$ cat src/hw/rtl/qrs_pkg.sv
// qrs_pkg: shared types, widths and helpers for the quadratic root solver
// used by quadratic_root_solver, qrs_sqrt_cell and qrs_div_cell; no dependencies
`default_nettype none

package qrs_pkg;

    localparam int COEF_WIDTH = 16;
    localparam int FRAC_BITS  = 8;
    localparam int TOL_WIDTH  = 16;
    localparam logic [TOL_WIDTH-1:0] TOL_RESET = 16'd655;

    // coefficient alignment to Q16.16 for the near-zero test
    localparam int ALIGN_SHIFT = 16 - FRAC_BITS;
    // discriminant compare shifts (left side and tolerance side)
    localparam int DISC_SL = (16 - 2 * FRAC_BITS) > 0 ? (16 - 2 * FRAC_BITS) : 0;
    localparam int DISC_SR = (2 * FRAC_BITS - 16) > 0 ? (2 * FRAC_BITS - 16) : 0;

    localparam int PROD_W = 2 * COEF_WIDTH;        // b*b, a*c
    localparam int DISC_W = 2 * COEF_WIDTH + 2;    // |D|
    localparam int DISX_W = DISC_W + 1;            // signed D
    localparam int CMP_W  = DISC_W + 16;
    localparam int ROOT_W = COEF_WIDTH + 17;       // floor(sqrt(D * 2^32))
    localparam int RAD_W  = 2 * ROOT_W;            // D * 2^32
    localparam int NB_W   = COEF_WIDTH + 17;       // signed numerator base
    localparam int NUM_W  = COEF_WIDTH + 19;       // signed numerator incl. sqrt term
    localparam int NMAG_W = NUM_W - 1;
    localparam int DEN_W  = COEF_WIDTH + 2;        // signed divisor (up to 2a)
    localparam int UD_W   = DEN_W - 1;             // divisor magnitude
    localparam int DIVN_W = COEF_WIDTH + 19;       // dividend incl. rounding term
    localparam int QX_W   = DIVN_W > 33 ? DIVN_W : 33;

    typedef enum logic [2:0] {
        KIND_NONE     = 3'd0,
        KIND_LINEAR   = 3'd1,
        KIND_DOUBLE   = 3'd2,
        KIND_TWO      = 3'd3,
        KIND_INFINITE = 3'd4
    } kind_t;

    typedef struct packed {
        logic signed [COEF_WIDTH-1:0] coef_a;
        logic signed [COEF_WIDTH-1:0] coef_b;
        logic signed [COEF_WIDTH-1:0] coef_c;
    } coef_in_t;

    typedef struct packed {
        logic signed [31:0] root_one;
        logic signed [31:0] root_two;
        logic [2:0]         solution_kind;
        logic               overflowed;
    } root_out_t;

    typedef struct packed {
        logic                     valid;
        kind_t                    kind;
        logic signed [NB_W-1:0]   nbase;
        logic signed [DEN_W-1:0]  den;
    } ctl_t;

    typedef struct packed {
        ctl_t               ctl;
        logic [RAD_W-1:0]   rad;
        logic [ROOT_W-1:0]  rem;
        logic [ROOT_W-1:0]  root;
    } sq_t;

    typedef struct packed {
        logic                valid;
        kind_t               kind;
        logic                neg1;
        logic                neg2;
        logic [UD_W-1:0]     ud;
        logic [DIVN_W-1:0]   x1;
        logic [DIVN_W-1:0]   x2;
        logic [UD_W-1:0]     rem1;
        logic [UD_W-1:0]     rem2;
        logic [DIVN_W-1:0]   q1;
        logic [DIVN_W-1:0]   q2;
    } dv_t;

    typedef struct packed {
        logic        ov;
        logic [31:0] val;
    } sat_t;

    function automatic logic coef_small(logic signed [COEF_WIDTH-1:0] x,
                                        logic [TOL_WIDTH-1:0] tol);
        logic [COEF_WIDTH-1:0]    m;
        logic [COEF_WIDTH+15:0]   ms;
        m  = x[COEF_WIDTH-1] ? COEF_WIDTH'(0 - x) : COEF_WIDTH'(x);
        ms = (COEF_WIDTH + 16)'(m) << ALIGN_SHIFT;
        return (m == '0) || (ms < (COEF_WIDTH + 16)'(tol));
    endfunction

    // saturate a rounded quotient magnitude with its sign to Q16.16
    function automatic sat_t sat_root(logic [DIVN_W-1:0] q, logic neg);
        logic [QX_W-1:0] qx;
        logic [QX_W-1:0] nq;
        sat_t            r;
        qx = QX_W'(q);
        nq = QX_W'(0) - qx;
        if (neg)
        begin
            r.ov  = qx > (QX_W'(1) << 31);
            r.val = r.ov ? 32'h8000_0000 : nq[31:0];
        end
        else
        begin
            r.ov  = (qx >> 31) != '0;
            r.val = r.ov ? 32'h7FFF_FFFF : qx[31:0];
        end
        return r;
    endfunction

endpackage

`default_nettype wire

$ cat src/hw/rtl/qrs_sqrt_cell.sv
// qrs_sqrt_cell: one digit of the square root chain, one result bit per cell
// depends on qrs_pkg
`default_nettype none

module qrs_sqrt_cell (
    input  wire logic          clk,
    input  wire logic          rst_n,
    input  wire qrs_pkg::sq_t  sq_in,
    output qrs_pkg::sq_t       sq_out
);

    localparam int RW = qrs_pkg::ROOT_W;

    qrs_pkg::sq_t      sq_reg;
    qrs_pkg::sq_t      sq_next;
    logic [RW+1:0]     rem_sh;
    logic [RW+1:0]     trial;
    logic [RW+1:0]     diff;
    logic              ge;

    always_comb
    begin
        rem_sh  = {sq_in.rem, sq_in.rad[qrs_pkg::RAD_W-1 -: 2]};
        trial   = {sq_in.root, 2'b01};
        diff    = rem_sh - trial;
        ge      = rem_sh >= trial;
        sq_next          = sq_in;
        sq_next.rad      = sq_in.rad << 2;
        sq_next.rem      = ge ? diff[RW-1:0] : rem_sh[RW-1:0];
        sq_next.root     = {sq_in.root[RW-2:0], ge};
    end

    always_ff @(posedge clk or negedge rst_n)
    begin
        if (!rst_n)
            sq_reg <= '0;
        else
            sq_reg <= sq_next;
    end

    assign sq_out = sq_reg;

endmodule

`default_nettype wire

$ cat config.mk
export PLATFORM = sky130hd
export DESIGN_NAME = qrs_sqrt_cell
export DESIGN_NICKNAME = d
export VERILOG_FILES = /design/src/hw/rtl/qrs_pkg.sv /design/src/hw/rtl/qrs_sqrt_cell.sv
export SDC_FILE = /design/constraint.sdc
export NUM_CORES = 1
export LEC_CHECK = 0
export BUFFER_PORTS_ARGS = -buffer_cell sky130_fd_sc_hd__buf_2
export CAP_MARGIN = 0
export CELL_PAD_IN_SITES_DETAIL_PLACEMENT = 1
export CELL_PAD_IN_SITES_GLOBAL_PLACEMENT = 1
export CORE_UTILIZATION = 34
export CTS_CLUSTER_DIAMETER = 50
export DETAILED_ROUTE_END_ITERATION = 10
export PLACE_DENSITY_LB_ADDON = 0.15
export SLEW_MARGIN = 10
export SYNTH_ARGS = -nofsm -noshare
export SYNTH_HDL_FRONTEND = slang
export SYNTH_SLANG_ARGS = --single-unit
$ cat constraint.sdc
create_clock -name clk -period 0.8 [get_ports clk]
set_clock_uncertainty 0.15 [all_clocks]
set_input_delay 0.08 -clock clk [delete_from_list [all_inputs] [get_ports clk]]
set_output_delay 0.08 -clock clk [all_outputs]
set_load 0.05 [all_outputs]
==> results.ini, run 1 <==
[outcome]
lastStage=clock tree synthesis (4_1_cts)
status=stopped before the end
error=[ERROR DPL-0033] detailed placement checks failed during check placement.

[synthesis]
syn_avg_cell_area_um2=13.5
ys.warnings.count=0
synth_top_area_frac=0.666
synth_area_leader_cell=dfrtp_1
synth_edf_count=0
synthCells=515
synth_cell_types=58
ys_seq_elements=185
ys_seq_area_frac=0.666
synth_ff_type=dfrtp_1
yosysMostFrequentCell=dfrtp_1
synth_area_leaders=dfrtp_1 67%, ha_1 6.3%, mux2_2 3.9%
synthTopCellsByCount=185 x dfrtp_1, 40 x inv_1, 35 x ha_1
netlist_area_um2=6950
synthArstFlopShare=1.00

[clocking]
root_buffer=clkbuf_16
cts.path.max_buffers=2
cts_buffers=17
htree_levels=4
ctsResizeCount=403
cts_sinks=185
cts_hold_buf=154
post_cts_buffers=24

[floorplan]
fp.dieH_um=145
rows=51
io_pins=376
die_w_um=145
start_util=0.352

[placed_design]
hpwl_um=22500
io_buffers=373
routabilityCongestion=0.916
dp_slack_ns=-2.12

through the flow:
stage	instances	area (µm²)	utilization
2_1_floorplan	516	7390	-
3_3_place_gp	1265	11100	0.561
3_5_place_dp	1265	11100	0.561
logic make-up after synthesis:
group / share of synthesized area
flops: 0.666
fa+ha+maj: 0.0630
compound gates: 0.100
other cells: 0.000540
buf+inv: 0.0353
mux: 0.0421
xor+xnor: 0.0403
simple gates: 0.0522
==> run 2: changes to the inputs <==
--- a/config.mk
+++ b/config.mk
@@ -7,11 +7,9 @@
 export LEC_CHECK = 0
 export BUFFER_PORTS_ARGS = -buffer_cell sky130_fd_sc_hd__buf_2
 export CAP_MARGIN = 0
-export CELL_PAD_IN_SITES_DETAIL_PLACEMENT = 1
-export CELL_PAD_IN_SITES_GLOBAL_PLACEMENT = 1
-export CORE_UTILIZATION = 34
-export CTS_CLUSTER_DIAMETER = 50
+export CORE_AREA = 2 2 144 146
 export DETAILED_ROUTE_END_ITERATION = 10
+export DIE_AREA = 0 0 146 148
 export PLACE_DENSITY_LB_ADDON = 0.15
 export SLEW_MARGIN = 10
 export SYNTH_ARGS = -nofsm -noshare
==> results.ini, run 2 <==
[global_route]
grt_max_degree=49
antenna_found_initial=7
track_usage=0.265
grt_pass1_vias=7380
grt-ovfl-total=0
grt_pass1_wl_um=43000

[synthesis]
synth_edf_count=0  ; unchanged
synthCells=515  ; unchanged
synth_cell_types=58  ; unchanged
synth_ff_type=dfrtp_1
synth_top_area_frac=0.666  ; unchanged
ys.warnings.count=0  ; unchanged
syn_avg_cell_area_um2=13.5  ; unchanged
synthArstFlopShare=1.00  ; unchanged
yosysMostFrequentCell=dfrtp_1
synth_area_leader_cell=dfrtp_1
ys_seq_area_frac=0.666  ; unchanged
synthTopCellsByCount=185 x dfrtp_1, 40 x inv_1, 35 x ha_1
ys_seq_elements=185  ; unchanged
netlist_area_um2=6950  ; unchanged
synth_area_leaders=dfrtp_1 67%, ha_1 6.3%, mux2_2 3.9%

[clocking]
root_buffer=clkbuf_16
htree_levels=4  ; unchanged
clk_pin_slew_ns=0.08
cts_sinks=185  ; unchanged
cts_hold_buf=158  ; +2.6%
cts_buffers=17  ; unchanged
cts.path.max_buffers=2  ; unchanged
cts_tree=done

[floorplan]
io_pins=376  ; unchanged
dieArea_um2=21600
fp.dieH_um=148  ; +2.1%
start_util=0.347  ; -0.00566
rows=52  ; +2.0%
core_area_um2=20000
die_w_um=146  ; +0.71%

[pwr]
leakage_nw=7.00
switchingPower_mw=9.79
combPwrFrac=0.345
clkPwrFrac=0.289
p_per_area_nw_per_um2=1910
swShare=0.340
pwr-share-seq=0.367
ir_worst_vdd_mv=1.42
p_int_mw=19.0

[detailed_routing]
drt_pass1_iterations=4
drtIter0Drc=227
viasPerCell=4.57
drc=0
postRouteAntennaNets=0
wl_per_cell_um=19.9
num_vias=6794
wl_um=29600

[outcome]
status=complete, but fails checks
violations=hold timing, setup timing

[worst_setup_path]
cp_slowest_cell=or3_4
crit_buf_inv=3
worstSetupEndpointType=flip-flop
critPathTopFamily=compound AO/OA/AOI/OAI gates
crit_chain=buf_2 > ha_4 > nand2_2 > or3_4 > or2_1 > a211oi_2 > o21ai_2 > a21oi_2 > o22a_2 > buf_12 > clkbuf_16 > mux2_4
cp.arrival_ns=2.46
startpoint_type=primary input
cp_max_fo=6
required_ns=0.97
max_stage_delay_ns=0.39
worstSetupPathType=primary input to flip-flop

[placed_design]
io_buffers=373  ; unchanged
routabilityCongestion=0.806  ; -12%
hpwl_um=18800  ; -17%

[final_layout]
final_common_cell=buf_6
largest_reg_flops=185
register_area_um2=4840
area_growth_pct=117
drive_above_1_share=0.698
fin_nets=1422
fin_util=0.751
final_cell_mix=176 x buf_6, 171 x dfrtp_2, 166 x buf_2
fillers=1224
multi_input_area_um2=2740

[timing]
timing.fmax_mhz=436
report.final.slew_viol_count=0
worst_pin_slew_ns=0.517
hold_viol=172
period_needed_ns=2.29
period_share=2.87
finalSetupViolations=219
layout_setup_ws_ns=-1.49
rsz0062_at_grt=yes
worst_hold_slack_ns=-0.424
max_slew_margin=0.655

[min_path]
min_path_type=primary input to async pin

[run]
max_cap_viol_count=0

run 2: metal layers:
metal | routed length, µm | global-route usage | vias up
met5 | 17 | 0 | -
met4 | 1400 | 0.127 | 2
met3 | 1580 | 0.0701 | 72
met2 | 15600 | 0.478 | 243
met1 | 11000 | 0.290 | 3339
li1 | - | - | 3138
run 2: final cells by class:
type,count,share of cell area
Clock buffer,17,0.0283
Multi-Input combinational cell,276,0.182
Tap cell,270,0.0224
Clock inverter,14,0.00989
Antenna cell,6,0.000997
Inverter,40,0.0116
Sequential cell,185,0.322
Timing Repair Buffer,678,0.423
run 2: kinds of logic (layout without fill, tap and decap cells):
| group | count (synthesis) | count (layout) | share of synthesized area |
|---|---|---|---|
| flip-flops | 185 | 185 | 0.666 |
| AO/OA/AOI/OAI | 101 | 101 | 0.100 |
| AND/OR/NAND/NOR | 80 | 80 | 0.0522 |
| buffers and inverters | 55 | 749 | 0.0353 |
| adder cells (fa/ha/maj) | 35 | 35 | 0.0630 |
| XOR/XNOR | 32 | 32 | 0.0403 |
| multiplexers | 26 | 26 | 0.0421 |
| other | 1 | 8 | 0.000540 |
run 2: through the flow:
| step | worst slack (ns) | cell area (µm²) | std cells | power (mW) | TNS [ns] |
|---|---|---|---|---|---|
| 2_1_floorplan | -1.68 | 7390 | 516 | 14.9 | -55.10 |
| 3_3_place_gp | -2.01 | 11000 | 1265 | 18.0 | -66.88 |
| 3_5_place_dp | -2.02 | 11000 | 1265 | 18.1 | -67.34 |
| 4_1_cts | -1.44 | 14800 | 1474 | 28.4 | -203.17 |
| 5_1_grt | -1.56 | 15100 | 1485 | 29.8 | -133.80 |
| 6_report | -1.49 | 15100 | 1486 | 28.8 | -125.74 |
run 2: power groups by stage:
| stage | Clock, mW | Combinational (mW) | Sequential, mW |
|---|---|---|---|
| finish | 8.30 | 9.91 | 10.5 |
| global route | 8.86 | 10.4 | 10.6 |
| CTS | 8.44 | 9.47 | 10.5 |
| detailed placement | 0 | 7.51 | 10.5 |
| global placement | 0 | 7.46 | 10.6 |
| floorplan | 0 | 1.91 | 13.0 |
run 2: timing repair:
item | 4_1_cts | 5_1_grt
pin swaps | 22 | 17
resized for setup | 399 | 53
setup buffers | 20 | 7
setup endpoints to repair | 219 | 396
cloned | 1 | 2
hold endpoints to repair | 369 | 90
run 2: worst max path at each step:
stage               from                   end  cells after the start
4_1_cts        sq_in[53]  sq_out[45]$_DFF_PN0_                     12
5_1_grt        sq_in[19]  sq_out[51]$_DFF_PN0_                     13
2_1_floorplan  sq_in[21]  sq_out[35]$_DFF_PN0_                     12
3_3_place_gp   sq_in[16]  sq_out[54]$_DFF_PN0_                     12
3_5_place_dp   sq_in[16]  sq_out[56]$_DFF_PN0_                     12
6_report       sq_in[57]  sq_out[51]$_DFF_PN0_                     12
Note: power is estimated with default switching activity, not from simulation.
