<file path="config.mk">
export PLATFORM = sky130hd
export DESIGN_NAME = qrs_div_cell
export DESIGN_NICKNAME = d
export VERILOG_FILES = /design/src/hw/rtl/qrs_pkg.sv /design/src/hw/rtl/qrs_div_cell.sv
export SDC_FILE = /design/constraint.sdc
export NUM_CORES = 1
export LEC_CHECK = 0
export CAP_MARGIN = 20
export CORE_ASPECT_RATIO = 1.25
export CORE_MARGIN = 8
export CORE_UTILIZATION = 30
export DETAILED_ROUTE_END_ITERATION = 8
export DONT_BUFFER_PORTS = 1
export PLACE_DENSITY_LB_ADDON = 0.15
export REMOVE_ABC_BUFFERS = 1
export SETUP_SLACK_MARGIN = 0.1
export SYNTH_ARGS = -nofsm -noshare
export SYNTH_HDL_FRONTEND = slang
export SYNTH_SLANG_ARGS = --single-unit
</file>
<file path="constraint.sdc">
create_clock -name clk -period 0.8 [get_ports clk]
set_input_delay 0.04 -clock clk [delete_from_list [all_inputs] [get_ports clk]]
set_output_delay 0.04 -clock clk [all_outputs]
set_load 0.01 [all_outputs]
</file>
<file path="src/hw/rtl/qrs_pkg.sv">
// qrs_pkg: shared types, widths and helpers for the quadratic root solver
// used by quadratic_root_solver, qrs_sqrt_cell and qrs_div_cell; no dependencies
`default_nettype none

package qrs_pkg;

    localparam int COEF_WIDTH = 16;
    localparam int FRAC_BITS  = 8;
    localparam int TOL_WIDTH  = 16;
    localparam logic [TOL_WIDTH-1:0] TOL_RESET = 16'd655;

    // coefficient alignment to Q16.16 for the near-zero test
    localparam int ALIGN_SHIFT = 16 - FRAC_BITS;
    // discriminant compare shifts (left side and tolerance side)
    localparam int DISC_SL = (16 - 2 * FRAC_BITS) > 0 ? (16 - 2 * FRAC_BITS) : 0;
    localparam int DISC_SR = (2 * FRAC_BITS - 16) > 0 ? (2 * FRAC_BITS - 16) : 0;

    localparam int PROD_W = 2 * COEF_WIDTH;        // b*b, a*c
    localparam int DISC_W = 2 * COEF_WIDTH + 2;    // |D|
    localparam int DISX_W = DISC_W + 1;            // signed D
    localparam int CMP_W  = DISC_W + 16;
    localparam int ROOT_W = COEF_WIDTH + 17;       // floor(sqrt(D * 2^32))
    localparam int RAD_W  = 2 * ROOT_W;            // D * 2^32
    localparam int NB_W   = COEF_WIDTH + 17;       // signed numerator base
    localparam int NUM_W  = COEF_WIDTH + 19;       // signed numerator incl. sqrt term
    localparam int NMAG_W = NUM_W - 1;
    localparam int DEN_W  = COEF_WIDTH + 2;        // signed divisor (up to 2a)
    localparam int UD_W   = DEN_W - 1;             // divisor magnitude
    localparam int DIVN_W = COEF_WIDTH + 19;       // dividend incl. rounding term
    localparam int QX_W   = DIVN_W > 33 ? DIVN_W : 33;

    typedef enum logic [2:0] {
        KIND_NONE     = 3'd0,
        KIND_LINEAR   = 3'd1,
        KIND_DOUBLE   = 3'd2,
        KIND_TWO      = 3'd3,
        KIND_INFINITE = 3'd4
    } kind_t;

    typedef struct packed {
        logic signed [COEF_WIDTH-1:0] coef_a;
        logic signed [COEF_WIDTH-1:0] coef_b;
        logic signed [COEF_WIDTH-1:0] coef_c;
    } coef_in_t;

    typedef struct packed {
        logic signed [31:0] root_one;
        logic signed [31:0] root_two;
        logic [2:0]         solution_kind;
        logic               overflowed;
    } root_out_t;

    typedef struct packed {
        logic                     valid;
        kind_t                    kind;
        logic signed [NB_W-1:0]   nbase;
        logic signed [DEN_W-1:0]  den;
    } ctl_t;

    typedef struct packed {
        ctl_t               ctl;
        logic [RAD_W-1:0]   rad;
        logic [ROOT_W-1:0]  rem;
        logic [ROOT_W-1:0]  root;
    } sq_t;

    typedef struct packed {
        logic                valid;
        kind_t               kind;
        logic                neg1;
        logic                neg2;
        logic [UD_W-1:0]     ud;
        logic [DIVN_W-1:0]   x1;
        logic [DIVN_W-1:0]   x2;
        logic [UD_W-1:0]     rem1;
        logic [UD_W-1:0]     rem2;
        logic [DIVN_W-1:0]   q1;
        logic [DIVN_W-1:0]   q2;
    } dv_t;

    typedef struct packed {
        logic        ov;
        logic [31:0] val;
    } sat_t;

    function automatic logic coef_small(logic signed [COEF_WIDTH-1:0] x,
                                        logic [TOL_WIDTH-1:0] tol);
        logic [COEF_WIDTH-1:0]    m;
        logic [COEF_WIDTH+15:0]   ms;
        m  = x[COEF_WIDTH-1] ? COEF_WIDTH'(0 - x) : COEF_WIDTH'(x);
        ms = (COEF_WIDTH + 16)'(m) << ALIGN_SHIFT;
        return (m == '0) || (ms < (COEF_WIDTH + 16)'(tol));
    endfunction

    // saturate a rounded quotient magnitude with its sign to Q16.16
    function automatic sat_t sat_root(logic [DIVN_W-1:0] q, logic neg);
        logic [QX_W-1:0] qx;
        logic [QX_W-1:0] nq;
        sat_t            r;
        qx = QX_W'(q);
        nq = QX_W'(0) - qx;
        if (neg)
        begin
            r.ov  = qx > (QX_W'(1) << 31);
            r.val = r.ov ? 32'h8000_0000 : nq[31:0];
        end
        else
        begin
            r.ov  = (qx >> 31) != '0;
            r.val = r.ov ? 32'h7FFF_FFFF : qx[31:0];
        end
        return r;
    endfunction

endpackage

`default_nettype wire

</file>
<file path="src/hw/rtl/qrs_div_cell.sv">
// qrs_div_cell: one quotient bit of both restoring divider lanes
// depends on qrs_pkg
`default_nettype none

module qrs_div_cell (
    input  wire logic          clk,
    input  wire logic          rst_n,
    input  wire qrs_pkg::dv_t  dv_in,
    output qrs_pkg::dv_t       dv_out
);

    localparam int UW = qrs_pkg::UD_W;
    localparam int NW = qrs_pkg::DIVN_W;

    qrs_pkg::dv_t  dv_reg;
    qrs_pkg::dv_t  dv_next;
    logic [UW:0]   sh1;
    logic [UW:0]   sh2;
    logic [UW:0]   d1;
    logic [UW:0]   d2;
    logic          ge1;
    logic          ge2;

    always_comb
    begin
        sh1 = {dv_in.rem1, dv_in.x1[NW-1]};
        sh2 = {dv_in.rem2, dv_in.x2[NW-1]};
        d1  = sh1 - {1'b0, dv_in.ud};
        d2  = sh2 - {1'b0, dv_in.ud};
        ge1 = sh1 >= {1'b0, dv_in.ud};
        ge2 = sh2 >= {1'b0, dv_in.ud};
        dv_next      = dv_in;
        dv_next.x1   = dv_in.x1 << 1;
        dv_next.x2   = dv_in.x2 << 1;
        dv_next.rem1 = ge1 ? d1[UW-1:0] : sh1[UW-1:0];
        dv_next.rem2 = ge2 ? d2[UW-1:0] : sh2[UW-1:0];
        dv_next.q1   = {dv_in.q1[NW-2:0], ge1};
        dv_next.q2   = {dv_in.q2[NW-2:0], ge2};
    end

    always_ff @(posedge clk or negedge rst_n)
    begin
        if (!rst_n)
            dv_reg <= '0;
        else
            dv_reg <= dv_next;
    end

    assign dv_out = dv_reg;

endmodule

`default_nettype wire

</file>
==> metrics.csv, run 1 <==
metric;value;unit
pin slew with the least headroom to its limit;0.643;ns
Chip Height;189;um
Congestion Overflow GR;0;
number of buffers on the longest clock path;2;
WL per Instance;24.5;um
number of enable-type register cells in the synthesized netlist;0;
number of DRC violations after detailed-routing iteration 0;154;
drt first pass iters;4;
post-synthesis cell type count;62;
sum of buffers and inverters on the critical path;3;
ranking of synthesized cells by area;dfrtp_1, ha_1, mux2_2;
cell count after synthesis;516;
met2 routing resource usage after global routing;0.353;
share of the synthesized area in the top cell type;0.680;
stage delay of the slowest cell on the critical path;0.43;ns
standard cell with the maximum stage delay on the critical path;or3_1;
TritonCTS clock tree;yes;
overall routed net length;27900;um
fraction of layout instances using a drive strength above 1;0.302;
Leak;0.00500;uW
post-synthesis async set-or-reset flop share;1.00;
maximum capacitance violations;0;
flip-flop and latch count after synthesis;195;
utilization after layout;0.475;
outcome;complete, but fails checks;
Synth Cell Area;7180;um2
Min-Delay Path Class;input pin to asynchronous set/reset pin;
Tot GR Track Use;0.189;
DP Wirelength;20800;um
data arrival time at the worst-slack endpoint;1.98;ns
DRC errors left;0;
number of placement rows;63;
number of placed I/O pins;396;
nature of the critical path endpoint;flip-flop;
total power draw;24100;uW
first-pass GRT wire length;40100;um
Commonest cells post-synth;dfrtp_1, ha_1, nand2_1;
launching element type of the critical path;input pin;
initial antenna violation count;0;
quantity of I/O buffers inserted on ports;0;
sequential element share of the synthesized area;0.680;
via count of the first global-routing pass;6090;
maximum clock frequency;607;MHz
pin count of the biggest net entering global routing;196;
power per cell area;2140;nW/um2
Clock Tree Root;clkbuf_16;
IR drop worst, VDD;1.05;mV
setup repair after global routing missed its margin;true;
Worst Path Class, Setup;input pin to flip-flop;
number of buffers created by CTS;17;
Min Clock Period, post-route;1.65;ns
hold bufs inserted after CTS;188;
setup TNS;-43.90;ns
crit-path cells;inv_1, ha_1, nand4_1, or3_1, o211ai_2, o21ai_4, buf_6, buf_12, o41ai_2;
worst path required time;1.13;ns
final worst hold slack;-0.708;ns
detailed-route vias per instance;4.70;
total core area;23600;um2
RD Place Congestion;0.873;
starting density of the core;0.304;
Final #Nets;1067;
prevailing post-synth register cell;dfrtp_1;
Slew headroom;0.567;
met3 Usage GRT;0.0860;
global route hottest layer;met2;
number of nets still failing antenna checks after routing;0;
Period Utilization, post-route;2.06;
violated checks;negative hold slack, negative setup slack;
floorplan die width;154;um
setup-violating endpoint count in the final report;231;
number of hold-slack violations in the final timing report;200;
final cell count without fillers;1137;
gate family responsible for the most delay along the worst path;simple AND/OR/NAND/NOR gates;
final number of max-transition violations;0;
largest area contributor in the netlist;dfrtp_1;
met1 usage;0.181;
syn_area_per_cell;13.9;um2
H-Tree Depth;4;
clock tree sinks;195;
die area;29200;um2
n_diodes;0;
maximum net fanout on the critical path;16;
DR vias;5341;
max reg flops;195;
Synthesis Warnings;0;
Syn-to-layout area delta;56.6;%
most common cell in the synthesized netlist;dfrtp_1;
Final Worst Setup Slack;-0.849;ns
clock slew at reported path FFs;0.08;ns
number of placed instances with taps included;904;
-- per-layer routing --
layer  wire length (um)  vias to the layer above
met1               9380                     2653
li1                   -                     2426
met2              15100                      243
met5                  0                        -
met3               2900                       19
met4                495                        0
-- power by group --
part           total, uW  internal (uW)  switching, uW
Sequential         11600          10700            957
Combinational       4030           2350           1680
Clock               8430           4430           4000
-- through the flow --
stage          worst slack (ns)  area (um2)  hold WS [ns]
2_1_floorplan             -1.43        7110        -0.256
3_3_place_gp              -1.41        8270        -0.249
3_5_place_dp              -1.43        8270        -0.249
4_1_cts                  -0.866       11000        -0.734
5_1_grt                  -0.885       11200        -0.737
6_report                 -0.849       11200        -0.708
-- cells by family (layout without fill, tap and decap cells) --
group                    Yosys count  after routing  share of synthesized area
AO/OA/AOI/OAI                    112            112                      0.109
multiplexers                      21             21                     0.0350
XOR/XNOR                          19             19                     0.0232
adder cells (fa/ha/maj)           36             36                     0.0648
other                              1              2                   0.000522
AND/OR/NAND/NOR                   94             94                     0.0636
flip-flops                       195            195                      0.680
buffers and inverters             38            366                     0.0242
-- cells in the final DEF, fill, tap and decap left out, drive strengths merged, types with 4 or more instances in the layout --
cell	Yosys	layout
xnor2	16	16
dfrtp	195	195
mux2	21	21
o31ai	6	6
and2	5	5
inv	27	33
dlygate4sd3	0	188
o21ai	22	22
clkinv	0	6
ha	34	34
buf	6	118
nor2	17	17
a21oi	26	26
a211oi	4	4
o21a	10	10
clkbuf	5	17
nand2	34	34
a21o	15	15
nand3	13	13
-- path summary, 6_finish.rpt --
path                            start               endpoint  slack, ns  cells after the start
max in group asynchronous       rst_n  dv_out[115]$_DFF_PN0_       1.09                      0
min in group clk           dv_in[174]  dv_out[174]$_DFF_PN0_      -0.37                      0
max                        dv_in[177]   dv_out[83]$_DFF_PN0_      -0.85                      9
min                             rst_n  dv_out[187]$_DFF_PN0_      -0.71                      0
-- area by class of cell --
class,count,area [um2]
clock buffers,17,425
clock inverters,15,163
fillers,2073,12400
inverters,27,156
multi-input cells,284,2380
flip-flops and latches,195,4910
well taps,292,365
repair buffers,306,2820
repair inverters,1,11.3
-- what timing repair did --
action	CTS	global route
gates resized for setup	80	40
endpoints found under the setup margin	231	231
setup buffers	8	4
cloned	1	0
pin swaps	13	5
hold endpoints to repair	388	200
No activity file was read; power rests on OpenSTA's default activity.
==> run 2, diff against run 1 <==
Settings changed: CELL_PAD_IN_SITES_DETAIL_PLACEMENT set to 1, CELL_PAD_IN_SITES_GLOBAL_PLACEMENT set to 2.
Clock period 0.8 ns to 1.5 ns, I/O delays scaled along.
==> run 2 against run 1 <==
Compared with the run above: the flow still finishes with violations (negative hold slack, negative setup slack); core utilization grew 0.44 points; clock power down 45%; power shrank 46%; non-clock buffer count is 3 higher; worst hold slack better by 0.047 ns; critical path depth grew 1; via count is 1.6% higher; die area is the same; flip-flop and latch count stayed put; clock-buffer cell count rose by 1; critical path type unchanged; highest routed layer unchanged.
==> metrics.csv, run 2 (synthesis gave the netlist of run 1 again) <==
metric;value;unit
worst path required time;1.82;ns
standard cell with the maximum stage delay on the critical path;fa_2;
TritonCTS clock tree;yes;
drt first pass iters;4;
DP Wirelength;20900;um
maximum capacitance violations;0;
final worst hold slack;-0.661;ns
starting density of the core;0.304;
Syn-to-layout area delta;58.1;%
max reg flops;195;
fraction of layout instances using a drive strength above 1;0.289;
number of placement rows;63;
cell occurring most often along the worst timing path;buf_6;
clock slew at reported path FFs;0.08;ns
sum of buffers and inverters on the critical path;4;
utilization after layout;0.480;
setup repair after global routing missed its margin;true;
data arrival time at the worst-slack endpoint;2.02;ns
total core area;23600;um2
number of placed I/O pins;396;
most used cells in the layout excluding fill and tap cells;dfrtp_1, dlygate4sd3_1, buf_4;
via count of the first global-routing pass;6402;
Final #Nets;1070;
DRC errors left;0;
crit-path cells;clkinvlp_4, buf_6, fa_2, a21o_1, and2_4, o31a_1, o21ai_4, buf_6, inv_8, mux2_4;
maximum net fanout on the critical path;5;
number of buffers on the longest clock path;2;
number of nets still failing antenna checks after routing;0;
Clock Tree Root;clkbuf_16;
gate family responsible for the most delay along the worst path;compound AO/OA/AOI/OAI gates;
setup-violating endpoint count in the final report;34;
power per cell area;1160;nW/um2
initial antenna violation count;0;
Worst Path Class, Setup;input pin to flip-flop;
Tot GR Track Use;0.207;
number of buffers created by CTS;17;
number of hold-slack violations in the final timing report;200;
IR drop worst, VDD;0.599;mV
quantity of I/O buffers inserted on ports;0;
launching element type of the critical path;input pin;
Congestion Overflow GR;0;
violated checks;negative hold slack, negative setup slack;
RD Place Congestion;0.823;
Min Clock Period, post-route;1.70;ns
floorplan die width;154;um
outcome;complete, but fails checks;
Period Utilization, post-route;1.13;
hold bufs inserted after CTS;188;
first-pass GRT wire length;44000;um
Chip Height;189;um
number of DRC violations after detailed-routing iteration 0;174;
nature of the critical path endpoint;flip-flop;
stage delay of the slowest cell on the critical path;0.35;ns
n_diodes;0;
DR vias;5427;
Leak;0.00508;uW
pin count of the biggest net entering global routing;196;
overall routed net length;30600;um
maximum clock frequency;587;MHz
die area;29200;um2
detailed-route vias per instance;4.76;
WL per Instance;26.8;um
most common cell after layout, fill and taps aside;dfrtp_1;
H-Tree Depth;4;
worst slack, placed;-0.771;ns
Final Worst Setup Slack;-0.202;ns
clock tree sinks;195;
Min-Delay Path Class;input pin to asynchronous set/reset pin;
final number of max-transition violations;0;
## run 2: layout make-up
cell class	instances	area, um2
multi-input combinational	284	2510
timing repair inverter	1	11.3
clock inverter	14	171
tap	292	365
fill	2398	12300
timing repair buffer	309	2850
sequential	195	4880
inverter	27	120
clock buffer	18	439
## run 2: final timing paths
check | slack, ns | to | cells past startpoint | from
min in group clk | -0.33 | dv_out[174]$_DFF_PN0_ | 0 | dv_in[174]
max in group asynchronous | 1.73 | dv_out[83]$_DFF_PN0_ | 0 | rst_n
setup / recovery | -0.20 | dv_out[79]$_DFF_PN0_ | 10 | dv_in[175]
hold / removal | -0.66 | dv_out[196]$_DFF_PN0_ | 0 | rst_n
## run 2: stage by stage
stage | instance area (um2) | TNS (ns) | hold WS, ns | cells | power (uW)
after floorplan | 7110 | -19.76 | -0.221 | 506 | 6990
after global placement | 8290 | -24.17 | -0.215 | 907 | 7790
after detailed placement | 8290 | -24.58 | -0.215 | 907 | 7810
after CTS | 11100 | -4.19 | -0.703 | 1138 | 13100
after global routing | 11300 | -6.74 | -0.691 | 1140 | 13700
final | 11300 | -4.15 | -0.661 | 1140 | 13100
## run 2: routing by layer
layer | wire length (um) | share of wire | up-vias | global-route usage
li1 | - | - | 2419 | -
met1 | 10500 | 0.34 | 2734 | 0.204
met2 | 16200 | 0.53 | 239 | 0.374
met3 | 2970 | 0.097 | 35 | 0.0885
met4 | 949 | 0.031 | 0 | 0.0842
met5 | 0 | 0 | - | 0
## run 2: timing repair
item / in CTS / in global routing
endpoints found under the hold margin: 388 / 200
resized for setup: 58 / 45
pin swaps: 18 / 23
setup endpoints to repair: 36 / 36
setup buffers: 9 / 4
gates cloned: 2 / 0
## run 2: power breakdown
group          switching [uW]  internal, uW
registers                 517          5670
logic                     984          1310
clock network            2210          2430
total                    3710          9410
